--- config.mk ---
export PLATFORM = sky130hd
export DESIGN_NAME = spline_kernel_weight
export DESIGN_NICKNAME = d
export VERILOG_FILES = /design/src/rtl/skw_pkg.sv /design/src/rtl/skw_horner.sv /design/src/rtl/skw_scale.sv /design/src/rtl/spline_kernel_weight.sv
export SDC_FILE = /design/constraint.sdc
export NUM_CORES = 2
export LEC_CHECK = 0
export ABC_AREA = 1
export BUFFER_PORTS_ARGS = -buffer_cell sky130_fd_sc_hd__buf_4
export CAP_MARGIN = 15
export CELL_PAD_IN_SITES_DETAIL_PLACEMENT = 0
export CELL_PAD_IN_SITES_GLOBAL_PLACEMENT = 1
export CORE_UTILIZATION = 53
export CTS_CLUSTER_DIAMETER = 40
export DETAILED_ROUTE_END_ITERATION = 16
export PLACE_DENSITY_LB_ADDON = 0.1
export SYNTH_ARGS = -nofsm -noshare
export SYNTH_HDL_FRONTEND = slang
export SYNTH_SLANG_ARGS = --single-unit
--- constraint.sdc ---
create_clock -name clk -period 48.8 [get_ports clk]
set_clock_uncertainty 0.1 [all_clocks]
set_input_delay 4.88 -clock clk [delete_from_list [all_inputs] [get_ports clk]]
set_output_delay 4.88 -clock clk [all_outputs]
set_load 0.005 [all_outputs]
--- src/rtl/skw_pkg.sv ---
`timescale 1ns / 1ps
`default_nettype none
// ----------------------------------------------------------------------------
// skw_pkg - shared types and constants for the spline kernel weight block
// Coefficient table, denominators, reciprocals and pipeline tag type.
// ----------------------------------------------------------------------------
package skw_pkg;

    localparam int DIST_W      = 16;   // distance port width
    localparam int MAG_W       = 17;   // |distance| incl. the 8.0 corner
    localparam int WEIGHT_W    = 18;   // weight port width
    localparam int COEF_W      = 14;   // signed coefficient numerators
    localparam int DEN_W       = 12;   // largest denominator is 2911
    localparam int KSEL_W      = 2;
    localparam int TAPS_W      = 3;
    localparam int SAT_SHIFT   = 17;   // quotient saturates at 2^17
    localparam int Q_W         = 18;   // quotient 0 .. 2^17
    localparam int R_W         = 29;   // clamped dividend <= den * 2^17
    localparam int RECIP_SHIFT = 30;
    localparam int RECIP_W     = 27;
    localparam int APB_ADDR_W  = 3;
    localparam int APB_DATA_W  = 32;

    localparam int DEN_SPLINE16 = 15;
    localparam int DEN_SPLINE36 = 209;
    localparam int DEN_SPLINE64 = 2911;

    localparam logic [RECIP_W-1:0] RECIP_SPLINE16 =
        RECIP_W'((64'd1 << RECIP_SHIFT) / DEN_SPLINE16);
    localparam logic [RECIP_W-1:0] RECIP_SPLINE36 =
        RECIP_W'((64'd1 << RECIP_SHIFT) / DEN_SPLINE36);
    localparam logic [RECIP_W-1:0] RECIP_SPLINE64 =
        RECIP_W'((64'd1 << RECIP_SHIFT) / DEN_SPLINE64);

    localparam logic [Q_W-1:0]      Q_SAT = Q_W'(1) << SAT_SHIFT;
    localparam logic [WEIGHT_W-1:0] W_MAX = {1'b0, {(WEIGHT_W-1){1'b1}}};

    // register word index (byte address / 4)
    localparam logic [APB_ADDR_W-3:0] REG_KSEL = '0;

    typedef enum logic [KSEL_W-1:0] {
        KSEL_SPLINE16 = 2'd0,
        KSEL_SPLINE36 = 2'd1,
        KSEL_SPLINE64 = 2'd2
    } ksel_t;

    typedef logic signed [COEF_W-1:0] coef_t;

    // c3 is the highest-order term (Horner start)
    typedef struct packed {
        coef_t c3;
        coef_t c2;
        coef_t c1;
        coef_t c0;
    } seg_coef_t;

    // control that travels with each request down the pipe
    typedef struct packed {
        logic              valid;
        logic              zero;   // outside support or reserved kernel
        logic              neg;    // sign of the numerator
        logic [KSEL_W-1:0] ksel;
    } skw_tag_t;

    function automatic seg_coef_t mk_seg(input int a, input int b, input int c,
                                         input int d);
        seg_coef_t s;
        s.c3 = COEF_W'(a);
        s.c2 = COEF_W'(b);
        s.c1 = COEF_W'(c);
        s.c0 = COEF_W'(d);
        return s;
    endfunction

    function automatic seg_coef_t skw_coef(input logic [KSEL_W-1:0] ksel,
                                           input logic [1:0] segment);
        seg_coef_t s;
        s = '0;
        case (ksel)
            KSEL_SPLINE16:
            begin
                case (segment)
                    2'd0:    s = mk_seg(15, -27, -3, 15);
                    2'd1:    s = mk_seg(-5, 12, -7, 0);
                    default: s = '0;
                endcase
            end
            KSEL_SPLINE36:
            begin
                case (segment)
                    2'd0:    s = mk_seg(247, -453, -3, 209);
                    2'd1:    s = mk_seg(-114, 270, -156, 0);
                    2'd2:    s = mk_seg(19, -45, 26, 0);
                    default: s = '0;
                endcase
            end
            KSEL_SPLINE64:
            begin
                case (segment)
                    2'd0:    s = mk_seg(3479, -6387, -3, 2911);
                    2'd1:    s = mk_seg(-1704, 4032, -2328, 0);
                    2'd2:    s = mk_seg(426, -1008, 582, 0);
                    2'd3:    s = mk_seg(-71, 168, -97, 0);
                    default: s = '0;
                endcase
            end
            default: s = '0;
        endcase
        return s;
    endfunction

    function automatic logic [DEN_W-1:0] skw_den(input logic [KSEL_W-1:0] ksel);
        logic [DEN_W-1:0] d;
        case (ksel)
            KSEL_SPLINE36: d = DEN_W'(DEN_SPLINE36);
            KSEL_SPLINE64: d = DEN_W'(DEN_SPLINE64);
            default:       d = DEN_W'(DEN_SPLINE16);
        endcase
        return d;
    endfunction

    // must pair with skw_den for every code
    function automatic logic [RECIP_W-1:0] skw_recip(input logic [KSEL_W-1:0] ksel);
        logic [RECIP_W-1:0] m;
        case (ksel)
            KSEL_SPLINE36: m = RECIP_SPLINE36;
            KSEL_SPLINE64: m = RECIP_SPLINE64;
            default:       m = RECIP_SPLINE16;
        endcase
        return m;
    endfunction

    // reserved code has no taps, so every distance falls outside support
    function automatic logic [TAPS_W-1:0] skw_taps(input logic [KSEL_W-1:0] ksel);
        logic [TAPS_W-1:0] t;
        case (ksel)
            KSEL_SPLINE16: t = TAPS_W'(2);
            KSEL_SPLINE36: t = TAPS_W'(3);
            KSEL_SPLINE64: t = TAPS_W'(4);
            default:       t = '0;
        endcase
        return t;
    endfunction

endpackage
`default_nettype wire

--- src/rtl/skw_horner.sv ---
`timescale 1ns / 1ps
`default_nettype none
// ----------------------------------------------------------------------------
// skw_horner - segment decode and exact cubic evaluation
// Stage A splits |distance| into segment and fraction and fetches the
// coefficients; stages B..D run one Horner step each.
// ----------------------------------------------------------------------------
module skw_horner
    import skw_pkg::*;
#(
    parameter int IN_FRAC_BITS = 12
)
(
    input  wire logic                                clk,
    input  wire logic                                rst_n,
    input  wire logic                                adv,
    input  wire logic                                in_valid,
    input  wire logic signed [DIST_W-1:0]            distance,
    input  wire logic [KSEL_W-1:0]                   ksel,
    output skw_tag_t                                 out_tag,
    output logic signed [3*IN_FRAC_BITS+17:0]        n3
);

    localparam int F    = IN_FRAC_BITS;
    localparam int P1_W = COEF_W + F + 1;
    localparam int N1_W = P1_W + 1;
    localparam int N2_W = N1_W + F + 1;
    localparam int N3_W = N2_W + F + 1;

    // stage A
    logic [MAG_W-1:0]  mag;
    logic [MAG_W-1:0]  kf;
    skw_tag_t          a_tag_next, a_tag_reg;
    seg_coef_t         a_coef_next, a_coef_reg;
    logic [F-1:0]      a_tn_next, a_tn_reg;

    always_comb
    begin
        mag = distance[DIST_W-1]
            ? (MAG_W'(1) << DIST_W) - MAG_W'($unsigned(distance))
            : MAG_W'($unsigned(distance));
        kf  = mag >> F;
        a_tag_next.valid = in_valid;
        a_tag_next.zero  = (kf >= MAG_W'(skw_taps(ksel)));
        a_tag_next.neg   = 1'b0;
        a_tag_next.ksel  = ksel;
        a_coef_next      = skw_coef(ksel, kf[1:0]);
        a_tn_next        = mag[F-1:0];
    end

    // stage B: c3*t + c2
    logic signed [P1_W-1:0] p1;
    logic signed [N1_W-1:0] b_n1_next, b_n1_reg;
    skw_tag_t               b_tag_reg;
    logic [F-1:0]           b_tn_reg;
    coef_t                  b_c1_reg, b_c0_reg;

    always_comb
    begin
        p1        = P1_W'($signed(a_coef_reg.c3)) * P1_W'($signed({1'b0, a_tn_reg}));
        b_n1_next = N1_W'(p1) + (N1_W'($signed(a_coef_reg.c2)) <<< F);
    end

    // stage C
    logic signed [N2_W-1:0] p2;
    logic signed [N2_W-1:0] c_n2_next, c_n2_reg;
    skw_tag_t               c_tag_reg;
    logic [F-1:0]           c_tn_reg;
    coef_t                  c_c0_reg;

    always_comb
    begin
        p2        = N2_W'(b_n1_reg) * N2_W'($signed({1'b0, b_tn_reg}));
        c_n2_next = p2 + (N2_W'($signed(b_c1_reg)) <<< (2*F));
    end

    // stage D
    logic signed [N3_W-1:0] p3;
    logic signed [N3_W-1:0] d_n3_next, d_n3_reg;
    skw_tag_t               d_tag_reg;

    always_comb
    begin
        p3        = N3_W'(c_n2_reg) * N3_W'($signed({1'b0, c_tn_reg}));
        d_n3_next = p3 + (N3_W'($signed(c_c0_reg)) <<< (3*F));
    end

    always_ff @(posedge clk or negedge rst_n)
    begin
        if (!rst_n)
        begin
            a_tag_reg <= '0;
            b_tag_reg <= '0;
            c_tag_reg <= '0;
            d_tag_reg <= '0;
        end
        else if (adv)
        begin
            a_tag_reg <= a_tag_next;
            b_tag_reg <= a_tag_reg;
            c_tag_reg <= b_tag_reg;
            d_tag_reg <= c_tag_reg;
        end
    end

    always_ff @(posedge clk)
    begin
        if (adv)
        begin
            a_coef_reg <= a_coef_next;
            a_tn_reg   <= a_tn_next;
            b_n1_reg   <= b_n1_next;
            b_tn_reg   <= a_tn_reg;
            b_c1_reg   <= a_coef_reg.c1;
            b_c0_reg   <= a_coef_reg.c0;
            c_n2_reg   <= c_n2_next;
            c_tn_reg   <= b_tn_reg;
            c_c0_reg   <= b_c0_reg;
            d_n3_reg   <= d_n3_next;
        end
    end

    assign out_tag = d_tag_reg;
    assign n3      = d_n3_reg;

endmodule
`default_nettype wire

--- src/rtl/skw_scale.sv ---
`timescale 1ns / 1ps
`default_nettype none
// ----------------------------------------------------------------------------
// skw_scale - round-to-nearest division by the kernel denominator
// Magnitude, rounding offset and clamp, then reciprocal multiply with a
// one-step remainder correction.
// ----------------------------------------------------------------------------
module skw_scale
    import skw_pkg::*;
#(
    parameter int IN_FRAC_BITS  = 12,
    parameter int OUT_FRAC_BITS = 16
)
(
    input  wire logic                                clk,
    input  wire logic                                rst_n,
    input  wire logic                                adv,
    input  wire skw_tag_t                            in_tag,
    input  wire logic signed [3*IN_FRAC_BITS+17:0]   n3,
    output skw_tag_t                                 out_tag,
    output logic [Q_W-1:0]                           q
);

    localparam int N3_W   = 3*IN_FRAC_BITS + 18;
    localparam int TRIPLE = 3*IN_FRAC_BITS;
    localparam int SL     = (OUT_FRAC_BITS > TRIPLE) ? OUT_FRAC_BITS - TRIPLE : 0;
    localparam int SR     = (TRIPLE > OUT_FRAC_BITS) ? TRIPLE - OUT_FRAC_BITS : 0;
    localparam int SUM_W  = N3_W + SL + 1;
    localparam int PROD_W = R_W + RECIP_W;
    localparam int QD_W   = Q_W + DEN_W;

    // stage E: magnitude
    skw_tag_t         e_tag_next, e_tag_reg;
    logic [N3_W-1:0]  e_an_next, e_an_reg;

    always_comb
    begin
        e_tag_next     = in_tag;
        e_tag_next.neg = n3[N3_W-1];
        e_an_next      = n3[N3_W-1] ? N3_W'(-n3) : N3_W'(n3);
    end

    // stage F: add half the divisor, drop the scale, clamp at 2^17 * den
    logic [DEN_W-1:0] e_den;
    logic [SUM_W-1:0] num, r_full;
    logic [R_W-1:0]   limit;
    logic [R_W-1:0]   f_r_next, f_r_reg;
    skw_tag_t         f_tag_reg;

    always_comb
    begin
        e_den    = skw_den(e_tag_reg.ksel);
        num      = (SUM_W'(e_an_reg) << SL) + ((SUM_W'(e_den) << SR) >> 1);
        r_full   = num >> SR;
        limit    = R_W'(e_den) << SAT_SHIFT;
        f_r_next = (r_full > SUM_W'(limit)) ? limit : R_W'(r_full);
    end

    // stage G: quotient estimate, low by at most one
    logic [PROD_W-1:0] prod;
    logic [Q_W-1:0]    g_qe_next, g_qe_reg;
    logic [R_W-1:0]    g_r_reg;
    skw_tag_t          g_tag_reg;

    always_comb
    begin
        prod      = PROD_W'(f_r_reg) * PROD_W'(skw_recip(f_tag_reg.ksel));
        g_qe_next = Q_W'(prod >> RECIP_SHIFT);
    end

    // stage H: estimate times divisor
    logic [QD_W-1:0]  h_qd_next, h_qd_reg;
    logic [Q_W-1:0]   h_qe_reg;
    logic [R_W-1:0]   h_r_reg;
    skw_tag_t         h_tag_reg;

    always_comb
    begin
        h_qd_next = QD_W'(g_qe_reg) * QD_W'(skw_den(g_tag_reg.ksel));
    end

    // stage I: correct by one if remainder still holds a divisor
    logic [R_W-1:0]   rem;
    logic [Q_W-1:0]   i_q_next, i_q_reg;
    skw_tag_t         i_tag_reg;

    always_comb
    begin
        rem      = h_r_reg - R_W'(h_qd_reg);
        i_q_next = h_qe_reg + Q_W'(rem >= R_W'(skw_den(h_tag_reg.ksel)));
    end

    always_ff @(posedge clk or negedge rst_n)
    begin
        if (!rst_n)
        begin
            e_tag_reg <= '0;
            f_tag_reg <= '0;
            g_tag_reg <= '0;
            h_tag_reg <= '0;
            i_tag_reg <= '0;
        end
        else if (adv)
        begin
            e_tag_reg <= e_tag_next;
            f_tag_reg <= e_tag_reg;
            g_tag_reg <= f_tag_reg;
            h_tag_reg <= g_tag_reg;
            i_tag_reg <= h_tag_reg;
        end
    end

    always_ff @(posedge clk)
    begin
        if (adv)
        begin
            e_an_reg <= e_an_next;
            f_r_reg  <= f_r_next;
            g_qe_reg <= g_qe_next;
            g_r_reg  <= f_r_reg;
            h_qd_reg <= h_qd_next;
            h_qe_reg <= g_qe_reg;
            h_r_reg  <= g_r_reg;
            i_q_reg  <= i_q_next;
        end
    end

    assign out_tag = i_tag_reg;
    assign q       = i_q_reg;

endmodule
`default_nettype wire

--- src/rtl/spline_kernel_weight.sv ---
`timescale 1ns / 1ps
`default_nettype none
// ----------------------------------------------------------------------------
// spline_kernel_weight - Spline16/36/64 resampling kernel weight
// Signed Q3.12 distance in, signed Q1.16 weight out, kernel chosen by a
// configuration register.
// ----------------------------------------------------------------------------
//
//  channel   handshake                    payload          direction
//  --------  ---------------------------  ---------------  ---------
//  request   dist_valid / dist_ready      distance [15:0]  in
//  result    weight_valid / weight_ready  weight [17:0]    out
//  config    APB psel/penable/pwrite      kernel_select    in/out
//
//  One request per clock while weight_ready does not stall the pipe; the pipe
//  has 1 decode stage, 3 Horner stages, 5 divide/round stages, 1 output register.
//  The whole pipe advances together: it moves when the output register is
//  empty or being taken, so dist_ready follows weight_ready the same cycle.
//  A stall freezes every stage; nothing is dropped or repeated.
//  Reset clears kernel_select (Spline16) and all stage valid bits; no
//  memories, so no clearing pass.
//
//  Datapath notes:
//   - The cubic is evaluated exactly in integers (no rounding inside
//     Horner), then divided once by den * 2^(3F - OUT_FRAC_BITS).
//   - The division by the kernel denominator uses a 2^30 reciprocal; the
//     dividend is clamped to den * 2^17 first so the estimate is off by
//     at most one, fixed by a remainder compare.
//   - Reserved kernel code and distances at or past the support give 0.
//
module spline_kernel_weight
    import skw_pkg::*;
#(
    parameter int IN_FRAC_BITS  = 12,
    parameter int OUT_FRAC_BITS = 16
)
(
    input  wire logic                       clk,
    input  wire logic                       rst_n,
    // APB configuration
    input  wire logic                       psel,
    input  wire logic                       penable,
    input  wire logic                       pwrite,
    input  wire logic [APB_ADDR_W-1:0]      paddr,
    input  wire logic [APB_DATA_W-1:0]      pwdata,
    output logic [APB_DATA_W-1:0]           prdata,
    output logic                            pready,
    // request channel
    input  wire logic                       dist_valid,
    output logic                            dist_ready,
    input  wire logic signed [DIST_W-1:0]   distance,
    // result channel
    output logic                            weight_valid,
    input  wire logic                       weight_ready,
    output logic signed [WEIGHT_W-1:0]      weight
);

    localparam int N3_W = 3*IN_FRAC_BITS + 18;

    // ---------------- configuration ----------------
    logic [KSEL_W-1:0]       kernel_select_reg;
    logic                    cfg_wr;
    logic [APB_ADDR_W-3:0]   reg_index;

    assign pready    = 1'b1;
    assign reg_index = paddr[APB_ADDR_W-1:2];
    assign cfg_wr    = psel && penable && pwrite && (reg_index == REG_KSEL);

    always_ff @(posedge clk or negedge rst_n)
    begin
        if (!rst_n)
            kernel_select_reg <= KSEL_SPLINE16;
        else if (cfg_wr)
            kernel_select_reg <= pwdata[KSEL_W-1:0];
    end

    assign prdata = (reg_index == REG_KSEL)
                  ? APB_DATA_W'(kernel_select_reg) : '0;

    // ---------------- pipeline control ----------------
    logic adv;
    logic weight_valid_reg;

    // global advance: output slot free or being drained
    assign adv        = !weight_valid_reg || weight_ready;
    assign dist_ready = adv;

    // ---------------- datapath ----------------
    skw_tag_t                horner_tag;
    logic signed [N3_W-1:0]  horner_n3;
    skw_tag_t                scale_tag;
    logic [Q_W-1:0]          scale_q;

    skw_horner #(
        .IN_FRAC_BITS (IN_FRAC_BITS)
    ) u_horner (
        .clk      (clk),
        .rst_n    (rst_n),
        .adv      (adv),
        .in_valid (dist_valid),
        .distance (distance),
        .ksel     (kernel_select_reg),
        .out_tag  (horner_tag),
        .n3       (horner_n3)
    );

    skw_scale #(
        .IN_FRAC_BITS  (IN_FRAC_BITS),
        .OUT_FRAC_BITS (OUT_FRAC_BITS)
    ) u_scale (
        .clk     (clk),
        .rst_n   (rst_n),
        .adv     (adv),
        .in_tag  (horner_tag),
        .n3      (horner_n3),
        .out_tag (scale_tag),
        .q       (scale_q)
    );

    // ---------------- sign, saturate, output register ----------------
    logic [WEIGHT_W-1:0] weight_next, weight_reg;

    always_comb
    begin
        if (scale_tag.zero)
            weight_next = '0;
        else if (scale_tag.neg)
            weight_next = WEIGHT_W'(-scale_q);       // q <= 2^17 fits
        else if (WEIGHT_W'(scale_q) > W_MAX)
            weight_next = W_MAX;
        else
            weight_next = WEIGHT_W'(scale_q);
    end

    always_ff @(posedge clk or negedge rst_n)
    begin
        if (!rst_n)
            weight_valid_reg <= 1'b0;
        else if (adv)
            weight_valid_reg <= scale_tag.valid;
    end

    always_ff @(posedge clk)
    begin
        if (adv)
            weight_reg <= weight_next;
    end

    assign weight_valid = weight_valid_reg;
    assign weight       = $signed(weight_reg);

    // ---------------- assertions ----------------
    // stalled pipe must hold the divider result
    a_stall_holds: assert property (@(posedge clk) disable iff (!rst_n)
        !adv |=> $stable(scale_q) && $stable(scale_tag))
        else $error("divider stage changed during stall");

    // clamp plus correction keeps the quotient within 2^17
    a_q_bound: assert property (@(posedge clk) disable iff (!rst_n)
        scale_tag.valid |-> scale_q <= Q_SAT)
        else $error("quotient beyond saturation bound");

    // register write lands
    a_cfg_write: assert property (@(posedge clk) disable iff (!rst_n)
        cfg_wr |=> kernel_select_reg == $past(pwdata[KSEL_W-1:0]))
        else $error("kernel_select write lost");

endmodule
`default_nettype wire
# Word-level counts from Yosys, hierarchy flattened
# Cells that the tools add are included.
dict set report totals {
  ff_bits 541
  inputBits 58
  elab_cells 111
}
dict set report op_classes {
  add_sub_neg 9
  n_mul 5
  magnitude_cmp 4
  n_eq_ne 13
  mux 15
  n_bitwise 1
  n_reduce_logical 7
}
# operator n
set op_table {}
lappend op_table {{$pmux 56 s3} 2}
lappend op_table {{$pmux 56 s4} 1}
lappend op_table {{$pmux 56 s2} 1}
lappend op_table {{$pmux 12 s2} 3}
lappend op_table {{$add 54x31->55} 1}
lappend op_table {{$add 54x50->54} 1}
lappend op_table {{$mul 41x13->54} 1}
lappend op_table {{$neg 54->54} 1}
lappend op_table {{$pmux 27 s2} 1}
lappend op_table {{$mux 53} 1}
lappend op_table {{$mul 29x27->48} 1}
lappend op_table {{$add 41x38->41} 1}
lappend op_table {{$mul 28x13->41} 1}
lappend op_table {{$mux 18} 2}
lappend op_table {{$gt 35x29->1} 1}
lappend op_table {{$ge 29x12->1} 1}
lappend op_table {{$mul 18x12->29} 1}
lappend op_table {{$mux 29} 1}
lappend op_table {{$sub 29x29->29} 1}
lappend op_table {{$add 27x26->28} 1}
lappend op_table {{$mul 14x13->27} 1}
lappend op_table {{$add 18x1->18} 1}
lappend op_table {{$gt 18x17->1 const B} 1}
lappend op_table {{$neg 18->18} 1}
lappend op_table {{other kinds (12)} 26}

# Logic depth before layout (Yosys ltp)
dict set report logic_depth {
  depth_word 5
  ltp_mapped 34
  mapped_depth_nobuf 31
}

# Modules after synthesis
# A second synthesis with hierarchy kept.
dict set report hier_totals {
  cells_unflattened 10059
  hier_area_um2 83680.3
}
# mod instances cells_per_inst area_each_um2 seq_area_each_um2
set by_module_without_submodules {}
lappend by_module_without_submodules {skw_horner 1 5941 47785.8 7066.8}
lappend by_module_without_submodules {skw_scale 1 3915 34317.9 6751.5}
lappend by_module_without_submodules {spline_kernel_weight 1 203 1576.5 615.6}

# Worst setup path after synthesis
# OpenSTA, ideal clock, no wires.
dict set report synth_path {
  path_type {input port to output port}
  startpoint {input port weight_ready}
  endpoint {output port dist_ready}
  arrival_ns 17.292
  required_ns 43.820
  setup_slack_ns 26.528
  path_stages 3
  cell_sequence {nor2_1 clkinv_1 clkbuf_1}
}
dict set report synth_via {
  elab_chain_cells 1
}
# item line_no
set synth_lines {}
lappend synth_lines {{start, declared} spline_kernel_weight.sv:54} ;# input wire logic weight_ready,
lappend synth_lines {{$logic_or 1x1->1} spline_kernel_weight.sv:85} ;# assign adv = !weight_valid_reg || weight_ready;
lappend synth_lines {{end, declared} spline_kernel_weight.sv:50} ;# output logic dist_ready,
# No other way between the ends.

# Final worst setup path
# Same ends and word-level chain as after synthesis.

==> flow_summary.ini <==
[outcome]
status = finished clean

[grt]
grt_pass1_vias = 60792
grtUsageTotal_pct = 27.9
overflow = 0
grtUsageMet1_pct = 39.8
grt_pass1_wl_um = 331000
grt_antenna_before_repair = 7
grt_busiest_layer = met2
met3_usage_pct = 4.71
grt_max_degree = 158
gr-usage-met2_pct = 44.6

[clock_tree]
cts-buffers-inserted = 93
cts-hold-fix-buffers = 0
htreeDepth = 3
cts_buffer_depth = 3
path_clk_slew_ns = 0.05
postCtsSetupBuffers = 0
cts_tree = yes
root_buffer = clkbuf_16
cts_sinks = 486
clock_latency_ns = 0.73
postCtsResizedCells = 0

[logic_synthesis]
synth_cells = 9107
async_reset_ff_share_pct = 8.64
syn_area_per_cell_sq_um = 8.78
ys_types = 59
synth_warnings = 0
synth-edff-count = 444
synth.yosys.seq_area_share_pct = 18.0
dominantRegCellSynth = edfxtp_1
synth_seq_cells = 486
syn_area_sq_mm = 0.0800

[final_layout]
final_cell_mix = inv_1, nand2_1, fa_1, ha_1, nor2_1
mostFrequentLayoutCell = inv_1
fin_area_sq_mm = 0.0856
nets = 11324
largest_reg_flops = 54
syn2layout_area_growth_pct = 7.04
drive_gt1_share_pct = 3.49

[die]
core-area_sq_mm = 0.150
die_area_sq_mm = 0.152
io_pins = 111
die_w_um = 390
die_h_um = 390
start_util_pct = 53.4
rows = 142

[routing]
drcViolationCount = 0
via_per_inst = 5.14
drtPass1Iterations = 6
wire_per_inst_um = 18.4
vias = 57380
routed_wirelength_um = 205000
drt_iter0_markers = 3725
ant_nets = 0

[critical_path]
cpMostUsedCell = buf_4
critical_path_cell_count = 5
cp.required_ns = 43.82
cp_cell_sequence = buf_4 -> nor2_4 -> buf_4 -> inv_8 -> buf_4
max_stage_delay_ns = 0.46
path_class = input port to primary output
crit_path_end = dist_ready
endpoint_kind = primary output
crit_fanout = 46
r2r-start = u_scale.f_tag_reg[0]
reg2reg_slack_ns = 40.65
startpoint_type = input port
crit_buf_inv = 4
reg2regPathDepth = 24
timing.rr.end = u_scale.g_qe_reg[14]
crit_start = weight_ready
crit_path_top_delay_cell = buf_4
cp_top_family = buffers and inverters
worstPathArrival_ns = 6.11

[placed_design]
gp_congestion = 0.934
dp_hpwl_um = 172000
io_buffers = 47
placed_cell_area_sq_mm = 0.0822

[sta]
worst_pin_slew_ns = 1.10
final_max_slew_viol_count = 0
setup_tns_ns = 0
fin_crit_ns = 11.09
grt_setup_unrepaired = no
fin_crit_sh_pct = 22.7
hold_viol = 0
max_freq_mhz = 90.2
setup_violations = 0
slew-limit-headroom_pct = 26.4

[flow_run]
cap_viol_max_count = 0

[worst_hold_path]
hp-class = register to register
-- area by class of cell --
type                       instances  area (sq um)
antenna                            1          2.50
clock buffer                     104          2410
clock inverter                    72           970
fill                           13790         64200
inverter                        2574          9670
multi-input combinational       5811         54900
sequential                       486         14400
tap                             2016          2520
timing repair buffer              94           718
-- metrics by stage --
stage	instances	hold slack, ns	setup WS (ns)	utilization [%]
floorplan	9136	0.300	26.53	-
global route	11157	0.281	37.63	57.1
global placement	10981	0.300	37.72	54.9
detailed placement	10981	0.305	37.70	54.9
CTS	11157	0.269	37.70	57.1
finish	11158	0.270	37.71	57.1
-- logic make-up after synthesis --
group	share of synthesized area [%]
AO/OA/AOI/OAI	4.59
XOR/XNOR	3.13
adder cells (fa/ha/maj)	47.6
buffers and inverters	13.5
flip-flops	18.0
other	0.00939
AND/OR/NAND/NOR	13.2
-- layer usage --
| layer | vias up | wire, um |
|---|---|---|
| met3 | 263 | 12500 |
| li1 | 27013 | - |
| met5 | - | 0 |
| met1 | 28668 | 94100 |
| met4 | 0 | 4430 |
| met2 | 1436 | 94400 |
-- Yosys cell counts (3+ instances only) --
master | count | share of area [%]
o31ai_1 | 8 | 0.075
nor3_2 | 5 | 0.063
nor3_1 | 58 | 0.36
a21boi_0 | 7 | 0.066
o221ai_1 | 3 | 0.033
nand4_1 | 48 | 0.38
xnor2_1 | 93 | 1.0
clkbuf_1 | 208 | 0.98
o211ai_1 | 13 | 0.12
and3_1 | 3 | 0.023
xor2_1 | 193 | 2.1
ha_1 | 817 | 13
o21ai_1 | 3 | 0.019
fa_1 | 1389 | 35
o21bai_1 | 14 | 0.13
a31oi_1 | 46 | 0.36
a21oi_2 | 5 | 0.055
or2_2 | 14 | 0.11
edfxtp_1 | 444 | 17
and2_1 | 4 | 0.031
a21o_1 | 22 | 0.21
o21ai_0 | 196 | 1.2
buf_1 | 24 | 0.11
nor2_1 | 446 | 2.1
nand2_1 | 1844 | 8.7
o22ai_1 | 5 | 0.039
a221oi_1 | 5 | 0.055
nor4_1 | 31 | 0.24
o21a_1 | 17 | 0.16
inv_1 | 2570 | 12
nand2_2 | 10 | 0.078
nand3_1 | 144 | 0.90
nand3b_1 | 10 | 0.094
nor2_2 | 9 | 0.070
a21oi_1 | 285 | 1.8
a22oi_1 | 6 | 0.056
buf_4 | 32 | 0.30
dfrtp_1 | 42 | 1.3
o2111ai_1 | 4 | 0.044
a211oi_1 | 6 | 0.056
-- worst min-delay path by stage --
| stage | startpoint | end | slack (ns) | depth (start not counted) |
|---|---|---|---|---|
| after floorplan | u_horner.a_coef_reg[0] | u_horner.b_c0_reg[0] | 0.30 | 0 |
| after global placement | u_horner.b_c0_reg[9] | u_horner.c_c0_reg[9] | 0.30 | 0 |
| after detailed placement | u_horner.a_coef_reg[26] | u_horner.b_c1_reg[12] | 0.30 | 0 |
| after CTS | u_scale.g_r_reg[6] | u_scale.h_r_reg[6] | 0.27 | 0 |
| after global routing | u_scale.g_r_reg[16] | u_scale.h_r_reg[16] | 0.28 | 0 |
| final | u_scale.g_r_reg[6] | u_scale.h_r_reg[6] | 0.27 | 0 |
Power is not shown: default switching activity piles up to over one toggle a cycle in this logic, so the estimate is an artifact.
